<file path="src/hw/rtl/idd_pkg.sv">
package idd_pkg;

    // fixed field widths of the item formats
    localparam int ID_BITS    = 5;
    localparam int MASK_BITS  = 32;
    localparam int INDEX_BITS = 16;

    // one edge of the allocation graph
    typedef struct packed {
        logic                  start_new;
        logic                  edge_is_assign;
        logic [ID_BITS-1:0]    process_id;
        logic [ID_BITS-1:0]    resource_id;
    } idd_arc_t;

    // one result item
    typedef struct packed {
        logic                  deadlock_found;
        logic [MASK_BITS-1:0]  deadlocked_mask;
        logic [INDEX_BITS-1:0] deadlock_edge_index;
    } idd_result_t;

    // sequencer states
    typedef enum logic [2:0] {
        S_IDLE,
        S_WR_RD,
        S_WR_WB,
        S_SCAN_START,
        S_SCAN,
        S_FINISH
    } idd_state_t;

endpackage

</file>
<file path="src/hw/rtl/incremental_deadlock_detector.sv">
// an in-range item is written into its row, then reduction passes over all rows repeat until
// one removes nothing (1 up to NUM_PROCESSES + NUM_RESOURCES + 1 passes); one row is tested a cycle
// by the single shared row compare unit; a new item is taken only once the last result is loaded
// an item after a latched deadlock, with start_new clear, skips the scan; results wait in an output register
// reset (async, active low) clears the graph row valid bits, counters and latch at once
module incremental_deadlock_detector
    import idd_pkg::*;
#(
    parameter int NUM_PROCESSES   = 32,
    parameter int NUM_RESOURCES   = 32,
    parameter int EDGE_INDEX_BITS = 16
)
(
    input  logic        clk,
    input  logic        rst_n,
    input  logic        arc_valid,
    output logic        arc_stall,
    input  idd_arc_t    arc_data,
    output logic        result_valid,
    input  logic        result_stall,
    output idd_result_t result_data
);

    localparam int NP = NUM_PROCESSES;
    localparam int NR = NUM_RESOURCES;
    localparam int NN = NP + NR;
    localparam int PW = $clog2(NP);
    localparam int RW = $clog2(NR);
    localparam int IW = $clog2(NN);
    localparam int W  = (NP > NR) ? NP : NR;
    localparam int EW = EDGE_INDEX_BITS;

    idd_state_t state_reg, state_next;

    logic [PW-1:0] pid_reg, pid_next;
    logic [RW-1:0] rid_reg, rid_next;
    logic          assign_reg, assign_next;

    logic [NP-1:0] valid_p_reg, valid_p_next;
    logic [NR-1:0] valid_r_reg, valid_r_next;
    logic [NP-1:0] alive_p_reg, alive_p_next;
    logic [NR-1:0] alive_r_reg, alive_r_next;
    logic [NP-1:0] gone_p_reg, gone_p_next;
    logic [NR-1:0] gone_r_reg, gone_r_next;

    logic [EW-1:0] edge_count_reg, edge_count_next;
    logic [EW-1:0] this_index_reg, this_index_next;
    logic          latched_reg, latched_next;
    logic [NP-1:0] latched_mask_reg, latched_mask_next;
    logic [EW-1:0] latched_index_reg, latched_index_next;
    logic          changed_reg, changed_next;
    logic [IW-1:0] idx_reg, idx_next;

    logic          out_valid_reg, out_valid_next;
    idd_result_t   out_data_reg, out_data_next;

    // graph storage, one row per process and per resource
    logic [NR-1:0] req_mem  [NP];
    logic [NP-1:0] hold_mem [NR];
    logic [NR-1:0] req_rd_reg;
    logic [NP-1:0] hold_rd_reg;
    logic          req_rv_reg;
    logic          hold_rv_reg;

    logic [PW-1:0] req_addr;
    logic [RW-1:0] hold_addr;
    logic          req_we;
    logic          hold_we;
    logic [NR-1:0] req_wdata;
    logic [NP-1:0] hold_wdata;

    logic          arc_accept;
    logic          in_range;
    logic          eff_latched;
    logic          finish_load;
    logic          scan_last;
    logic [IW-1:0] rd_k;
    logic [IW-1:0] rd_hk;
    logic [IW-1:0] cur_hk;
    logic [NR-1:0] req_row;
    logic [NP-1:0] hold_row;
    logic          is_proc;
    logic [PW-1:0] cur_p;
    logic [RW-1:0] cur_r;
    logic [W-1:0]  cmp_row;
    logic [W-1:0]  cmp_mask;
    logic          blocked;
    logic          cand;
    logic          hit;
    logic [NP-1:0] left_mask;

    // handshake
    assign arc_stall    = (state_reg != S_IDLE);
    assign arc_accept   = arc_valid && (state_reg == S_IDLE);
    assign result_valid = out_valid_reg;
    assign result_data  = out_data_reg;

    assign in_range    = (int'(arc_data.process_id) < NP) && (int'(arc_data.resource_id) < NR);
    assign eff_latched = latched_reg && !arc_data.start_new;
    assign finish_load = (state_reg == S_FINISH) && (!out_valid_reg || !result_stall);

    // scan position and read addresses
    assign scan_last = (idx_reg == IW'(NN - 1));
    assign rd_k      = (state_reg == S_SCAN && !scan_last) ? idx_reg + IW'(1) : '0;
    assign rd_hk     = rd_k - IW'(NP);
    assign cur_hk    = idx_reg - IW'(NP);
    assign req_addr  = (state_reg == S_WR_RD) ? pid_reg :
                       ((rd_k < IW'(NP)) ? rd_k[PW-1:0] : '0);
    assign hold_addr = (state_reg == S_WR_RD) ? rid_reg :
                       ((rd_k >= IW'(NP)) ? rd_hk[RW-1:0] : '0);

    // rows that were never written since the last clear read as empty
    assign req_row  = req_rv_reg  ? req_rd_reg  : '0;
    assign hold_row = hold_rv_reg ? hold_rd_reg : '0;

    // shared row compare unit
    assign is_proc  = (idx_reg < IW'(NP));
    assign cur_p    = idx_reg[PW-1:0];
    assign cur_r    = cur_hk[RW-1:0];
    assign cmp_row  = is_proc ? W'(req_row) : W'(hold_row);
    assign cmp_mask = is_proc ? W'(alive_r_reg & ~gone_r_reg) : W'(alive_p_reg & ~gone_p_reg);
    assign blocked  = |(cmp_row & cmp_mask);
    assign cand     = is_proc ? (alive_p_reg[cur_p] && !gone_p_reg[cur_p]) :
                                (alive_r_reg[cur_r] && !gone_r_reg[cur_r]);
    assign hit      = (state_reg == S_SCAN) && cand && !blocked;
    assign left_mask = alive_p_reg & ~gone_p_reg;

    // next state
    always_comb
    begin
        state_next = state_reg;
        case (state_reg)
            S_IDLE:
            begin
                if (arc_valid)
                begin
                    if (eff_latched)
                        state_next = S_FINISH;
                    else if (in_range)
                        state_next = S_WR_RD;
                    else
                        state_next = S_SCAN_START;
                end
            end
            S_WR_RD:      state_next = S_WR_WB;
            S_WR_WB:      state_next = S_SCAN_START;
            S_SCAN_START: state_next = S_SCAN;
            S_SCAN:
            begin
                if (scan_last && !(changed_reg || hit))
                    state_next = S_FINISH;
            end
            S_FINISH:
            begin
                if (!out_valid_reg || !result_stall)
                    state_next = S_IDLE;
            end
            default:      state_next = S_IDLE;
        endcase
    end

    // datapath and outputs
    always_comb
    begin
        pid_next           = pid_reg;
        rid_next           = rid_reg;
        assign_next        = assign_reg;
        valid_p_next       = valid_p_reg;
        valid_r_next       = valid_r_reg;
        alive_p_next       = alive_p_reg;
        alive_r_next       = alive_r_reg;
        gone_p_next        = gone_p_reg;
        gone_r_next        = gone_r_reg;
        edge_count_next    = edge_count_reg;
        this_index_next    = this_index_reg;
        latched_next       = latched_reg;
        latched_mask_next  = latched_mask_reg;
        latched_index_next = latched_index_reg;
        changed_next       = changed_reg;
        idx_next           = idx_reg;
        out_valid_next     = out_valid_reg;
        out_data_next      = out_data_reg;
        req_we             = 1'b0;
        hold_we            = 1'b0;
        req_wdata          = req_row | (NR'(1) << rid_reg);
        hold_wdata         = hold_row | (NP'(1) << pid_reg);

        case (state_reg)
            S_IDLE:
            begin
                if (arc_accept)
                begin
                    pid_next    = PW'(arc_data.process_id);
                    rid_next    = RW'(arc_data.resource_id);
                    assign_next = arc_data.edge_is_assign;
                    // a new list clears the graph before this edge
                    if (arc_data.start_new)
                    begin
                        valid_p_next       = '0;
                        valid_r_next       = '0;
                        alive_p_next       = '0;
                        alive_r_next       = '0;
                        edge_count_next    = '0;
                        latched_next       = 1'b0;
                        latched_mask_next  = '0;
                        latched_index_next = '0;
                    end
                    if (!eff_latched)
                    begin
                        this_index_next = arc_data.start_new ? '0 : edge_count_reg;
                        if (arc_data.start_new)
                            edge_count_next = EW'(1);
                        else if (edge_count_reg != '1)
                            edge_count_next = edge_count_reg + EW'(1);
                        if (in_range)
                        begin
                            alive_p_next = (arc_data.start_new ? '0 : alive_p_reg)
                                           | (NP'(1) << arc_data.process_id);
                            alive_r_next = (arc_data.start_new ? '0 : alive_r_reg)
                                           | (NR'(1) << arc_data.resource_id);
                        end
                    end
                end
            end
            S_WR_RD:
            begin
            end
            S_WR_WB:
            begin
                // set the edge bit in its row
                if (assign_reg)
                begin
                    hold_we               = 1'b1;
                    valid_r_next[rid_reg] = 1'b1;
                end
                else
                begin
                    req_we                = 1'b1;
                    valid_p_next[pid_reg] = 1'b1;
                end
            end
            S_SCAN_START:
            begin
                gone_p_next  = '0;
                gone_r_next  = '0;
                changed_next = 1'b0;
                idx_next     = '0;
            end
            S_SCAN:
            begin
                // remove a node with no outgoing edge to a present node
                if (hit)
                begin
                    if (is_proc)
                        gone_p_next[cur_p] = 1'b1;
                    else
                        gone_r_next[cur_r] = 1'b1;
                end
                if (scan_last)
                begin
                    idx_next     = '0;
                    changed_next = 1'b0;
                    if (!(changed_reg || hit) && (left_mask != '0))
                    begin
                        latched_next       = 1'b1;
                        latched_mask_next  = left_mask;
                        latched_index_next = this_index_reg;
                    end
                end
                else
                begin
                    idx_next     = idx_reg + IW'(1);
                    changed_next = changed_reg || hit;
                end
            end
            S_FINISH:
            begin
            end
            default:
            begin
            end
        endcase

        // output register
        if (finish_load)
        begin
            out_valid_next = 1'b1;
            out_data_next.deadlock_found = latched_reg;
            out_data_next.deadlocked_mask = latched_reg ? MASK_BITS'(latched_mask_reg) : '0;
            out_data_next.deadlock_edge_index = latched_reg ? INDEX_BITS'(latched_index_reg)
                                                            : INDEX_BITS'(edge_count_reg);
        end
        else if (!result_stall)
        begin
            out_valid_next = 1'b0;
        end
    end

    // control registers
    always_ff @(posedge clk or negedge rst_n)
    begin
        if (!rst_n)
        begin
            state_reg         <= S_IDLE;
            valid_p_reg       <= '0;
            valid_r_reg       <= '0;
            alive_p_reg       <= '0;
            alive_r_reg       <= '0;
            gone_p_reg        <= '0;
            gone_r_reg        <= '0;
            edge_count_reg    <= '0;
            latched_reg       <= 1'b0;
            latched_mask_reg  <= '0;
            latched_index_reg <= '0;
            changed_reg       <= 1'b0;
            idx_reg           <= '0;
            out_valid_reg     <= 1'b0;
        end
        else
        begin
            state_reg         <= state_next;
            valid_p_reg       <= valid_p_next;
            valid_r_reg       <= valid_r_next;
            alive_p_reg       <= alive_p_next;
            alive_r_reg       <= alive_r_next;
            gone_p_reg        <= gone_p_next;
            gone_r_reg        <= gone_r_next;
            edge_count_reg    <= edge_count_next;
            latched_reg       <= latched_next;
            latched_mask_reg  <= latched_mask_next;
            latched_index_reg <= latched_index_next;
            changed_reg       <= changed_next;
            idx_reg           <= idx_next;
            out_valid_reg     <= out_valid_next;
        end
    end

    // payload registers
    always_ff @(posedge clk)
    begin
        pid_reg        <= pid_next;
        rid_reg        <= rid_next;
        assign_reg     <= assign_next;
        this_index_reg <= this_index_next;
        out_data_reg   <= out_data_next;
    end

    // row memories with registered read
    always_ff @(posedge clk)
    begin
        if (req_we)
            req_mem[pid_reg] <= req_wdata;
        if (hold_we)
            hold_mem[rid_reg] <= hold_wdata;
        req_rd_reg  <= req_mem[req_addr];
        hold_rd_reg <= hold_mem[hold_addr];
        req_rv_reg  <= valid_p_reg[req_addr];
        hold_rv_reg <= valid_r_reg[hold_addr];
    end

endmodule

</file>
<file path="config.mk">
export PLATFORM = sky130hd
export DESIGN_NAME = incremental_deadlock_detector
export DESIGN_NICKNAME = d
export VERILOG_FILES = /design/src/hw/rtl/idd_pkg.sv /design/src/hw/rtl/incremental_deadlock_detector.sv
export SDC_FILE = /design/constraint.sdc
export NUM_CORES = 2
export LEC_CHECK = 0
export BUFFER_PORTS_ARGS = -buffer_cell sky130_fd_sc_hd__buf_2
export CORE_MARGIN = 8
export CORE_UTILIZATION = 60
export CTS_BUF_LIST = sky130_fd_sc_hd__clkbuf_4 sky130_fd_sc_hd__clkbuf_8
export DETAILED_ROUTE_END_ITERATION = 7
export PLACE_DENSITY = 0.73
export RECOVER_POWER = 50
export SKIP_CTS_REPAIR_TIMING = 1
export SKIP_LAST_GASP = 1
export SYNTH_ARGS = -nofsm -noshare
export SYNTH_HDL_FRONTEND = slang
export SYNTH_SLANG_ARGS = --single-unit
</file>
<file path="constraint.sdc">
create_clock -name clk -period 6.4 [get_ports clk]
set_input_delay 0.64 -clock clk [delete_from_list [all_inputs] [get_ports clk]]
set_output_delay 0.64 -clock clk [all_outputs]
set_load 0.01 [all_outputs]
</file>
==> metrics <==
Final WS setup=626 ps; crit-path cells=or4b_1 -> nor2_4 -> clkbuf_1; CTS tree=built; first-pass GRT wire length=397 mm; NumNets Final=7031; most common cell after layout, fill and taps aside=edfxtp_1; Async SR Flop Fraction=0.109; Leak=38.3 nW; Die Ht=419 um; placer congestion estimate=0.907; Syn. warnings=0; fill count=10900; Tmin final=5770 ps; measured slew at the worst slew-check pin=3230 ps; Max IR drop VDD=0.313 mV; total grt overflow=0; Post-route DRC=0; Reg2Reg Launch Point=state_reg[1]; final period utilization=0.902; Die ar.=176000 um2; Top Ports=67; worst hold stages=3; vias in the first global route=59800; final hold violation count=0; Crit-path slowest cell=clkbuf_1; Port Buffers=66; Worst Hold Class=in -> reg; WL/cell=28.8 um; DR pass1 iterations=6; ys flop type=edfxtp_1; RSZ-0062 raised after global routing=false; failing checks=capacitance limit, slew limit; vias=62300; status=finished with violations; hold_sp=arc_valid; clock sink count=2458; ratio of cells with drive above 1 in the final layout=0.154; antenna-violating nets left=0; Slew headroom=-1.17; Max FO, Critical Path=32; Hold EP=state_reg[0]; Slew Limit Fails=1534; CP Capture Type=register; maximum clock insertion buffer count=4; Total Wirelength=273 mm; worst r2r dst=req_mem[17][7]; CTS root buf=clkbuf_8; largest net degree at the start of global routing=169; Seq cells post-synth=2458; later-pin clock latency in the skew report=1090 ps; critical path class=reg -> reg; initial antenna violation count=13; Synth Net Count=6844; Placed Area=101000 um2; number of flops mapped to enable cells by yosys=2124; register area=71800 um2; reg2reg path depth=3; Post-Syn Area=97600 um2; setup slack at placement=1520 ps; TritonCTS Buffers=388; Clock Skew=109 ps; P&R area growth vs syn=11.3%; total power=43.1 mW; max incr delay on CP=2290 ps; PD cells=397 nW/um2; Via density=6.55; Global Route Usage Sum=0.306; max_cap viols=39; Distinct cells, synth=79; syn avg cell area=14.3 um2; most frequent cells in the layout=edfxtp_1 (2124), nand2_1 (1641), nand3_1 (497); Multi-input gate area=24500 um2; depth of the CTS H-tree=5; Hold Worst Slack=65.4 ps; Fmax=0.173 GHz; Critical Path AT=6300 ps; clock slew at reported path FFs=70 ps; post-route setup TNS=0 ps; # setup viols final=0; CP required=6920 ps; Post-DP HPWL=150 mm; Die X=419 um; Row Count=148; sequential element share of the synthesized area=0.736; Initial Util=0.602; iteration-0 DRC count of the detailed router=8962; cell area after layout=109000 um2; Syn Inst Count=6823; CORE AREA=162000 um2; R2R Setup Slk=630 ps; startpoint type of the worst setup path=register
-- synth_stat cells, types with 66 or more instances --
master	number	area share
a311oi_1	81	0.0073
nor2b_1	67	0.0043
edfxtp_1	2124	0.65
o21ai_0	66	0.0034
and3_1	157	0.010
dfrtp_1	268	0.069
mux2i_1	83	0.0085
nand2_1	1644	0.063
mux4_2	214	0.049
a21oi_1	89	0.0046
a31oi_1	170	0.011
nand3_1	497	0.025
nor2_1	293	0.011
clkbuf_1	254	0.0098
buf_2	150	0.0077
a22o_1	81	0.0073
dfxtp_1	66	0.014
-- cells by family after synthesis --
family,count (synthesis),synth area share
adder cells (fa/ha/maj),5,0.000641
buffers and inverters,462,0.0202
AO/OA/AOI/OAI,745,0.0556
multiplexers,316,0.0601
XOR/XNOR,19,0.00171
flip-flops,2458,0.736
AND/OR/NAND/NOR,2818,0.126
-- stage by stage --
step	std cells	utilization
4_1_cts	9478	0.672
2_1_floorplan	6823	-
5_1_grt	9492	0.670
3_3_place_gp	8785	0.624
3_5_place_dp	8785	0.624
6_report	9501	0.670
-- per-layer routing --
| metal | global-route usage | wire (um) | vias to the layer above |
|---|---|---|---|
| li1 | - | - | 26100 |
| met1 | 0.427 | 98200 | 30800 |
| met2 | 0.457 | 123000 | 4533 |
| met3 | 0.0701 | 36300 | 875 |
| met4 | 0.157 | 16100 | 4 |
| met5 | 0 | 31 | - |
-- how the worst max path moves through the flow --
stage | from | to | slack [ps] | cells past startpoint
after floorplan | state_reg[2] | result_data[0] | 2540 | 4
after global placement | idx_reg[1] | hold_rd_reg[31] | 1620 | 10
after detailed placement | idx_reg[1] | hold_rd_reg[31] | 1520 | 10
after CTS | idx_reg[1] | hold_rd_reg[31] | 1510 | 10
after global routing | state_reg[1] | req_mem[23][7] | 620 | 3
final | state_reg[1] | req_mem[17][7] | 630 | 3
-- final cells by class --
type                    instances  share of cell area
diodes                         13            0.000300
clock buffers                 563              0.0631
clock inverters               130             0.00730
inverters                       6            0.000207
multi-input cells            3903               0.225
flip-flops and latches       2458               0.661
well taps                    2175              0.0251
repair buffers                253              0.0175
-- power breakdown --
group | total [mW] | switching [mW] | internal, mW
clock | 13.2 | 5.99 | 7.18
sequential | 20.5 | 0.989 | 19.5
combinational | 9.47 | 6.44 | 3.03
total | 43.1 | 13.4 | 29.7
-- worst max-delay path, delay by kind of cell (launching register included) --
kind | cells | cell delay, ps
buf+inv | 1 | 2290
flops | 1 | 830
simple gates | 2 | 2050
Note: power is estimated with default switching activity, not from simulation.
